===== src/rtl/hst_pkg.sv =====
`default_nettype none
package hst_pkg;

  // velocity history ring
  localparam int RING_DEPTH = 32;
  localparam int PTR_W      = (RING_DEPTH > 1) ? $clog2(RING_DEPTH) : 1;
  localparam int VEL_SHIFT  = 5;

  // field and register widths
  localparam int CODE_W   = 3;
  localparam int POS_W    = 32;
  localparam int VEL_W    = 16;
  localparam int STEP_W   = 16;
  localparam int LIMIT_W  = 8;
  localparam int COUNT_W  = 9;
  localparam int DIV_W    = 10;
  localparam int MAP_W    = 21;
  localparam int CFG_W    = 21;
  localparam int CFG_IDX_W = 2;

  // reset values of the configuration registers
  localparam logic [STEP_W-1:0]  STEP_RESET  = 16'd1;
  localparam logic [LIMIT_W-1:0] LIMIT_RESET = 8'd2;
  localparam logic [DIV_W-1:0]   UNDER_RESET = 10'd20;
  localparam logic [MAP_W-1:0]   MAP_RESET   = 21'd967344;

  // hall codes that never come from a working sensor
  localparam logic [CODE_W-1:0] CODE_LOW_BAD  = 3'd0;
  localparam logic [CODE_W-1:0] CODE_HIGH_BAD = 3'd7;

  // configuration register indexes
  typedef enum logic [CFG_IDX_W-1:0] {
    REG_STEP_SIZE   = 2'd0,
    REG_ERROR_LIMIT = 2'd1,
    REG_UNDERSAMPLE = 2'd2,
    REG_SECTOR_MAP  = 2'd3
  } cfg_reg_t;

  // outcome of a change between two hall codes
  typedef enum logic [1:0] {
    JUMP_NONE = 2'd0,
    JUMP_FWD  = 2'd1,
    JUMP_BACK = 2'd2,
    JUMP_BAD  = 2'd3
  } jump_t;

  // rows: previous accepted code, columns: new code
  localparam jump_t JUMP_TABLE [8][8] = '{
    '{JUMP_NONE, JUMP_NONE, JUMP_NONE, JUMP_NONE,
      JUMP_NONE, JUMP_NONE, JUMP_NONE, JUMP_BAD },
    '{JUMP_BAD,  JUMP_NONE, JUMP_BAD,  JUMP_FWD,
      JUMP_BAD,  JUMP_BACK, JUMP_BAD,  JUMP_BAD },
    '{JUMP_BAD,  JUMP_BAD,  JUMP_NONE, JUMP_BACK,
      JUMP_BAD,  JUMP_BAD,  JUMP_FWD,  JUMP_BAD },
    '{JUMP_BAD,  JUMP_BACK, JUMP_FWD,  JUMP_NONE,
      JUMP_BAD,  JUMP_BAD,  JUMP_BAD,  JUMP_BAD },
    '{JUMP_BAD,  JUMP_BAD,  JUMP_BAD,  JUMP_BAD,
      JUMP_NONE, JUMP_FWD,  JUMP_BACK, JUMP_BAD },
    '{JUMP_BAD,  JUMP_FWD,  JUMP_BAD,  JUMP_BAD,
      JUMP_BACK, JUMP_NONE, JUMP_BAD,  JUMP_BAD },
    '{JUMP_BAD,  JUMP_BAD,  JUMP_BACK, JUMP_BAD,
      JUMP_FWD,  JUMP_BAD,  JUMP_NONE, JUMP_BAD },
    '{JUMP_BAD,  JUMP_BAD,  JUMP_BAD,  JUMP_BAD,
      JUMP_BAD,  JUMP_BAD,  JUMP_BAD,  JUMP_BAD }
  };

  // result of the hall read step for one item
  typedef struct packed {
    logic [CODE_W-1:0] hall_state;
    logic              value_fault;
    logic              sequence_fault;
    logic [POS_W-1:0]  position;
  } hall_result_t;

endpackage
`default_nettype wire


===== src/rtl/hall_sensor_position_tracker_top.sv =====
`default_nettype none
// Hall sensor position tracker. Each input item is one PWM tick with the three
// hall bits; each produces exactly one result item with the accepted hall state,
// its commutation sector, the 32-bit position and the ring-based velocity, plus
// one-tick fault flags. The block takes one item per clock: the hall read step
// and the velocity step sit combinationally between an input holding register
// and the output register, so a new item is accepted every cycle while the
// output side keeps up, and one more is held while a finished result waits.
// The user must write configuration registers via cfg_we/cfg_addr/cfg_wdata
// only while the block is idle; the block itself does not enforce this.
module hall_sensor_position_tracker_top
  import hst_pkg::*;
(
  input  wire logic                  clk,
  input  wire logic                  rst,
  input  wire logic                  s_tvalid,
  output logic                       s_tready,
  input  wire logic [7:0]            s_tdata,  // [2:0] hall_code
  output logic                       m_tvalid,
  input  wire logic                  m_tready,
  // [2:0] hall_state, [5:3] sector, [37:6] position, [53:38] velocity,
  // [54] value_fault, [55] sequence_fault
  output logic [55:0]                m_tdata,
  input  wire logic                  cfg_we,
  input  wire logic [CFG_IDX_W-1:0]  cfg_addr,
  input  wire logic [CFG_W-1:0]      cfg_wdata
);

  logic [STEP_W-1:0]  step_size;
  logic [LIMIT_W-1:0] error_limit;
  logic [DIV_W-1:0]   undersample;
  logic [MAP_W-1:0]   sector_map;

  logic               in_full;
  logic [CODE_W-1:0]  in_code;
  logic               advance;
  hall_result_t       res;
  logic [VEL_W-1:0]   velocity;
  logic [23:0]        map_padded;
  logic [4:0]         map_base;
  logic [2:0]         sector;

  // configuration registers
  always_ff @(posedge clk) begin
    if (rst) begin
      step_size   <= STEP_RESET;
      error_limit <= LIMIT_RESET;
      undersample <= UNDER_RESET;
      sector_map  <= MAP_RESET;
    end else if (cfg_we) begin
      case (cfg_reg_t'(cfg_addr))
        REG_STEP_SIZE:   step_size   <= cfg_wdata[STEP_W-1:0];
        REG_ERROR_LIMIT: error_limit <= cfg_wdata[LIMIT_W-1:0];
        REG_UNDERSAMPLE: undersample <= cfg_wdata[DIV_W-1:0];
        REG_SECTOR_MAP:  sector_map  <= cfg_wdata[MAP_W-1:0];
        default: ;
      endcase
    end
  end

  // process the held item when the output slot is free or being emptied
  assign advance  = in_full && (!m_tvalid || m_tready);
  assign s_tready = !in_full || advance;

  // input holding register
  always_ff @(posedge clk) begin
    if (rst) begin
      in_full <= 1'b0;
    end else if (s_tready) begin
      in_full <= s_tvalid;
    end
  end

  always_ff @(posedge clk) begin
    if (s_tvalid && s_tready) begin
      in_code <= s_tdata[CODE_W-1:0];
    end
  end

  hst_hall_decode u_decode (
    .clk         (clk),
    .rst         (rst),
    .fire        (advance),
    .code        (in_code),
    .step_size   (step_size),
    .error_limit (error_limit),
    .res         (res)
  );

  hst_velocity u_velocity (
    .clk         (clk),
    .rst         (rst),
    .fire        (advance),
    .position    (res.position),
    .undersample (undersample),
    .velocity    (velocity)
  );

  // sector lookup from the configurable map
  assign map_padded = {3'b000, sector_map};
  assign map_base   = {2'b00, res.hall_state} * 5'd3;
  assign sector     = map_padded[map_base +: 3];

  // output register
  always_ff @(posedge clk) begin
    if (rst) begin
      m_tvalid <= 1'b0;
    end else if (advance) begin
      m_tvalid <= 1'b1;
    end else if (m_tready) begin
      m_tvalid <= 1'b0;
    end
  end

  always_ff @(posedge clk) begin
    if (advance) begin
      m_tdata <= {res.sequence_fault, res.value_fault, velocity, res.position,
                  sector, res.hall_state};
    end
  end

  a_ready_when_empty: assert property (@(posedge clk) disable iff (rst)
    !in_full |-> s_tready)
    else $error("input refused while holding register is empty");

  a_result_follows: assert property (@(posedge clk) disable iff (rst)
    advance |=> m_tvalid)
    else $error("processed item produced no result");

endmodule
`default_nettype wire


===== src/rtl/hst_hall_decode.sv =====
`default_nettype none
module hst_hall_decode
  import hst_pkg::*;
(
  input  wire logic                clk,
  input  wire logic                rst,
  input  wire logic                fire,
  input  wire logic [CODE_W-1:0]   code,
  input  wire logic [STEP_W-1:0]   step_size,
  input  wire logic [LIMIT_W-1:0]  error_limit,
  output hall_result_t             res
);

  logic [CODE_W-1:0]  last_hall, last_hall_next;
  logic [COUNT_W-1:0] bad_value_count, bad_value_count_next;
  logic [COUNT_W-1:0] bad_jump_count, bad_jump_count_next;
  logic [POS_W-1:0]   position_acc, position_acc_next;

  logic [POS_W-1:0]   step_ext;
  logic [COUNT_W-1:0] limit_ext;
  jump_t              jump;

  assign step_ext  = {{(POS_W-STEP_W){step_size[STEP_W-1]}}, step_size};
  assign limit_ext = {1'b0, error_limit};
  assign jump      = JUMP_TABLE[last_hall][code];

  // read step: tolerate or fault on bad codes and jumps, step the position
  always_comb begin
    last_hall_next       = last_hall;
    bad_value_count_next = bad_value_count;
    bad_jump_count_next  = bad_jump_count;
    position_acc_next    = position_acc;
    res.hall_state       = last_hall;
    res.value_fault      = 1'b0;
    res.sequence_fault   = 1'b0;
    if (code == CODE_LOW_BAD || code == CODE_HIGH_BAD) begin
      if (bad_value_count > limit_ext) begin
        last_hall_next  = '0;
        res.hall_state  = '0;
        res.value_fault = 1'b1;
      end else begin
        bad_value_count_next = bad_value_count + COUNT_W'(1);
      end
    end else begin
      bad_value_count_next = '0;
      if (code != last_hall) begin
        if (jump == JUMP_BAD) begin
          if (bad_jump_count > limit_ext) begin
            last_hall_next     = '0;
            res.hall_state     = '0;
            res.sequence_fault = 1'b1;
          end else begin
            bad_jump_count_next = bad_jump_count + COUNT_W'(1);
          end
        end else begin
          bad_jump_count_next = '0;
          case (jump)
            JUMP_FWD:  position_acc_next = position_acc + step_ext;
            JUMP_BACK: position_acc_next = position_acc - step_ext;
            default:   position_acc_next = position_acc;
          endcase
          last_hall_next = code;
          res.hall_state = code;
        end
      end
    end
    res.position = position_acc_next;
  end

  // hold state between items
  always_ff @(posedge clk) begin
    if (rst) begin
      last_hall       <= '0;
      bad_value_count <= '0;
      bad_jump_count  <= '0;
      position_acc    <= '0;
    end else if (fire) begin
      last_hall       <= last_hall_next;
      bad_value_count <= bad_value_count_next;
      bad_jump_count  <= bad_jump_count_next;
      position_acc    <= position_acc_next;
    end
  end

  a_value_fault_clears: assert property (@(posedge clk) disable iff (rst)
    fire && res.value_fault |=> last_hall == '0)
    else $error("value fault did not clear the hall state");

  a_seq_fault_clears: assert property (@(posedge clk) disable iff (rst)
    fire && res.sequence_fault |=> last_hall == '0 && bad_value_count == '0)
    else $error("sequence fault left stale state");

  a_one_fault: assert property (@(posedge clk) disable iff (rst)
    !(res.value_fault && res.sequence_fault))
    else $error("both fault kinds in one item");

endmodule
`default_nettype wire


===== src/rtl/hst_velocity.sv =====
`default_nettype none
module hst_velocity
  import hst_pkg::*;
(
  input  wire logic              clk,
  input  wire logic              rst,
  input  wire logic              fire,
  input  wire logic [POS_W-1:0]  position,
  input  wire logic [DIV_W-1:0]  undersample,
  output logic      [VEL_W-1:0]  velocity
);

  localparam logic [PTR_W-1:0] PTR_LAST = PTR_W'(RING_DEPTH - 1);

  logic [POS_W-1:0] ring [RING_DEPTH];
  logic [PTR_W-1:0] ring_pointer, ring_pointer_next;
  logic [PTR_W-1:0] ring_pointer_after, rd_addr;
  logic             ring_full;
  logic [DIV_W-1:0] tick_divider, tick_divider_next, div_inc;
  logic [VEL_W-1:0] speed_reg, speed_reg_next;
  logic             sample;
  logic             oldest_written;
  logic [POS_W-1:0] oldest_q;
  logic [POS_W-1:0] oldest, diff, diff_sh;

  assign div_inc           = tick_divider + DIV_W'(1);
  assign sample            = div_inc == undersample;
  assign ring_pointer_next = (ring_pointer == PTR_LAST) ? '0 : ring_pointer + PTR_W'(1);

  // prefetch address: the entry after the write slot as it stands after this edge
  assign ring_pointer_after = (fire && sample) ? ring_pointer_next : ring_pointer;
  assign rd_addr            = (ring_pointer_after == PTR_LAST) ? '0
                                                               : ring_pointer_after + PTR_W'(1);

  // the entry after the write slot is unwritten until the ring first fills
  assign oldest_written = ring_full || ring_pointer == PTR_LAST;
  assign oldest         = oldest_written ? oldest_q : '0;
  assign diff           = position - oldest;
  assign diff_sh        = $signed(diff) >>> VEL_SHIFT;

  always_comb begin
    tick_divider_next = sample ? '0 : div_inc;
    speed_reg_next    = sample ? diff_sh[VEL_W-1:0] : speed_reg;
  end

  assign velocity = speed_reg_next;

  // advance divider, pointer and speed
  always_ff @(posedge clk) begin
    if (rst) begin
      tick_divider <= '0;
      ring_pointer <= '0;
      ring_full    <= 1'b0;
      speed_reg    <= '0;
    end else if (fire) begin
      tick_divider <= tick_divider_next;
      speed_reg    <= speed_reg_next;
      if (sample) begin
        ring_pointer <= ring_pointer_next;
        if (ring_pointer == PTR_LAST) begin
          ring_full <= 1'b1;
        end
      end
    end
  end

  // store the sampled position and fetch the oldest entry
  always_ff @(posedge clk) begin
    if (fire && sample) begin
      ring[ring_pointer] <= position;
    end
    oldest_q <= ring[rd_addr];
  end

  a_ptr_range: assert property (@(posedge clk) disable iff (rst)
    ring_pointer <= PTR_LAST)
    else $error("ring pointer out of range");

endmodule
`default_nettype wire

===== config.mk =====
export PLATFORM = sky130hd
export DESIGN_NAME = hall_sensor_position_tracker_top
export DESIGN_NICKNAME = d
export VERILOG_FILES = /design/src/rtl/hst_pkg.sv /design/src/rtl/hall_sensor_position_tracker_top.sv /design/src/rtl/hst_hall_decode.sv /design/src/rtl/hst_velocity.sv
export SDC_FILE = /design/constraint.sdc
export NUM_CORES = 1
export LEC_CHECK = 0
export BUFFER_PORTS_ARGS = -buffer_cell sky130_fd_sc_hd__buf_4
export CAP_MARGIN = 25
export CORE_MARGIN = 4
export CORE_UTILIZATION = 60
export CTS_BUF_LIST = sky130_fd_sc_hd__clkbuf_8
export DETAILED_ROUTE_END_ITERATION = 12
export PLACE_DENSITY_LB_ADDON = 0.3
export SYNTH_ARGS = -nofsm -noshare
export SYNTH_HDL_FRONTEND = slang
export SYNTH_SLANG_ARGS = --single-unit

===== constraint.sdc =====
create_clock -name clk -period 14.2 [get_ports clk]
set_input_delay 2.84 -clock clk [delete_from_list [all_inputs] [get_ports clk]]
set_output_delay 2.84 -clock clk [all_outputs]
set_load 0.005 [all_outputs]

==> run summary <==
Worst r2r dst: m_tdata[53]
Post-synthesis net count: 2693
Htree depth: 4
R2R Setup Slk: 6.58 ns
Slew headroom: 0.267
Crit path DAT: 8.11 ns
Required @ worst endpoint: 14.69 ns
Area post-placement: 40200 µm²
Hold Slack: 0.453 ns
Post-Syn Area per Cell: 14.8 µm²
Final Non-Filler Cells: 3706
Max clock buf depth: 3
DP Wirelength: 54100 µm
Setup tns final: 0 ns
Number of antenna violations at the first check in global routing: 1
Tmin final: 7.62 ns
Vias per std cell: 6.23
Die Area: 67600 µm²
First-pass GRT wire length: 137000 µm
Top Family by Delay on Critical Path: compound AO/OA/AOI/OAI gates
Nets: 2867
Number of buffers created by CTS: 141
Core Box Area: 63000 µm²
Peak VDD IR: 0.000107 V
Seq/Total Area, Yosys: 0.661
Die H: 260 µm
Cell Area, Synth: 38100 µm²
Max Clock Freq: 131 MHz
WL/cell: 24.4 µm
Max reg flops: 672
Startpoint Class: flop
Area grow syn2layout: 12.5%
DRT Pass-1 Iters: 5
Reg clk slew, reported paths: 0.06 ns
Antenna viol nets, final: 0
Ports: 94
Hold Crit Start: u_velocity.speed_reg[7]
Endpoints failing hold: 0
Fraction of final layout cells sized beyond drive strength 1: 0.214
Area contributors post-synth: edfxtp_1 (58%), mux4_2 (9.9%), dfxtp_1 (8.6%)
Post-CTS Repair Setup Buffers: 0
Final worst-path cycle share: 0.536
RSZ-0062 raised after global routing: false
Initial Util: 0.606
Via count of the routed design: 23099
Synthesized flop and latch total: 894
Hold Crit Class: reg -> reg
Largest register by flop count: u_velocity.ring
Worst R2R Path Depth: 33
Dpl cells: 3449
Synth Flop Type: edfxtp_1
Pwr Total: 5.55 mW
Endpoint class of the critical path: flop
# DRC: 0
Hold Path Sink: u_velocity.speed_reg[7]
CTS Sinks: 894
Fill count: 4141
Number of global-route vias before repair: 23355
Crit path buf inv count: 5
Die Wd: 260 µm
Clock Latency Late Sink: 0.81 ns
Regs by FF count: u_velocity.ring (672), m_tdata (56), u_decode.position_acc (32)
Gr usage total: 0.270
Syn Inst Count: 2576
Crit Path Max Fanout: 35
WS Path Type: reg -> reg
Routed WL: 90400 µm
Distinct cells, synth: 73
Static leakage: 15.3 nW
CP max stage cell: edfxtp_1
Worst Tran Pin Value: 1.10 ns
Max-Cap Viols: 0
Congestion Overflow GR: 0
Rows: 92
Post-CTS Resized: 0
Post-synth top area cell: edfxtp_1
Hold_buf cts: 0
Pwr per Cell Area: 129 nW/µm²
Root buffer cell: clkbuf_8
Post-route cell area: 42900 µm²
Buffers added on ports: 88
Max Slew Vio Count: 0
Largest net degree at the start of global routing: 84
RD Place Congestion: 0.888
Synth Warn #: 0
DRT iter0 DRCs: 2414
Ys async rst share: 0
Fin Clk Skew: 0.0517 ns
CTS tree: built
Reg2reg start: in_code[2]
EDFF count, synth: 731
Final Setup Violations: 0
Worst Hold Depth: 2
Status: completed
CP max stage delay: 0.58 ns
Share of the synthesized area in the top cell type: 0.576
==> report_power, final <==
group	internal (mW)	total (mW)	switching [mW]
logic	0.171	0.543	0.372
clock network	1.04	2.06	1.01
registers	2.94	2.95	0.0170
==> tightest hold or removal path: stages (launching register included) <==
cell     delay (ns)
dfxtp_1        0.31
nand2_1        0.05
a21oi_1        0.05
==> cell families (layout without fill, tap and decap cells) <==
kind of cell / count (synthesis) / after routing / synth area share
buf+inv: 174 / 456 / 0.0189
xor+xnor: 85 / 85 / 0.0195
compound gates: 386 / 386 / 0.0695
fa+ha+maj: 81 / 81 / 0.0268
simple gates: 702 / 702 / 0.0821
other cells: 0 / 2 / 0
flops: 894 / 894 / 0.661
mux: 254 / 254 / 0.122
==> cells in the mapped netlist, drive strengths merged (10+ instances only) <==
cell and n:
o31ai 13, buf 39, edfxtp 731, nor3 28
a32o 21, nand2b 11, o21ai 61, mux4 168
nand4 13, nand2 365, a21o 23, a221oi 23
xor2 29, and3 16, nor2 142, dfxtp 163
nand3 47, a21oi 147, a211oi 10, clkbuf 88
o21a 15, o21bai 11, xnor2 56, mux2i 82
a31oi 13, nor2b 16, inv 46, ha 80
==> metal layers <==
metal	global-route usage	up-vias	share of wire
met5	0	-	0
met4	0.117	0	0.038
met3	0.0477	184	0.075
met2	0.438	990	0.49
met1	0.364	11654	0.40
li1	-	10271	-
==> per-stage QoR <==
| step | setup WS [ns] | util |
|---|---|---|
| 2_1_floorplan | 6.60 | - |
| 3_3_place_gp | 6.20 | 0.636 |
| 3_5_place_dp | 6.15 | 0.638 |
| 4_1_cts | 6.65 | 0.680 |
| 5_1_grt | 6.05 | 0.681 |
| 6_report | 6.58 | 0.681 |
==> worst max path at each step <==
| stage | start | to | slack (ns) | cells after the start |
|---|---|---|---|---|
| final | in_code[2] | m_tdata[53] | 6.58 | 33 |
| after global placement | m_tready | u_velocity.oldest_q[1] | 6.20 | 19 |
| after CTS | in_code[2] | m_tdata[53] | 6.65 | 33 |
| after floorplan | u_decode.last_hall[1] | m_tdata[52] | 6.60 | 33 |
| after global routing | in_code[2] | m_tdata[53] | 6.05 | 33 |
| after detailed placement | m_tready | u_velocity.oldest_q[16] | 6.15 | 19 |
==> cells in the final DEF (no fill, tap or decap), types with 9 or more instances in the layout <==
cell       synthesis  layout
nand4_1           12      12
clkbuf_8           0     147
nor2_2             0      21
mux4_2           168     168
buf_4              3     146
o21ai_2            0      12
nor2b_1           16      16
o21bai_1          11      11
a21oi_1          147     146
o2111ai_1          9       9
inv_1             46      93
o21a_1            15      15
clkinv_2           0      14
xnor2_1           56      55
and3_1            16      16
nor3_1            26      26
nand3_1           45      45
ha_1              80      79
o31ai_1           13       9
mux2i_1           82      82
nor2_4             0      12
nand2b_1          11      11
a211oi_1           9       9
nand2_1          365     365
clkinv_1           1      26
nor4_1             9       9
a21o_1            23      22
a32o_1            21      21
xor2_1            29      28
a221oi_2          20      20
nor2_1           142     109
a31oi_1           13      12
edfxtp_1         731     731
o21ai_0           59      46
dfxtp_1          163     163
==> layout make-up <==
class | count | area, µm² | share of cell area
tap | 846 | 1060 | 0.0247
clock inverter | 104 | 609 | 0.0142
sequential | 894 | 25200 | 0.588
inverter | 47 | 178 | 0.00414
antenna | 2 | 5.00 | 0.000117
timing repair buffer | 158 | 1300 | 0.0304
multi-input combinational | 1508 | 12500 | 0.291
clock buffer | 147 | 2020 | 0.0472
Power figures use the tool's default switching activity.
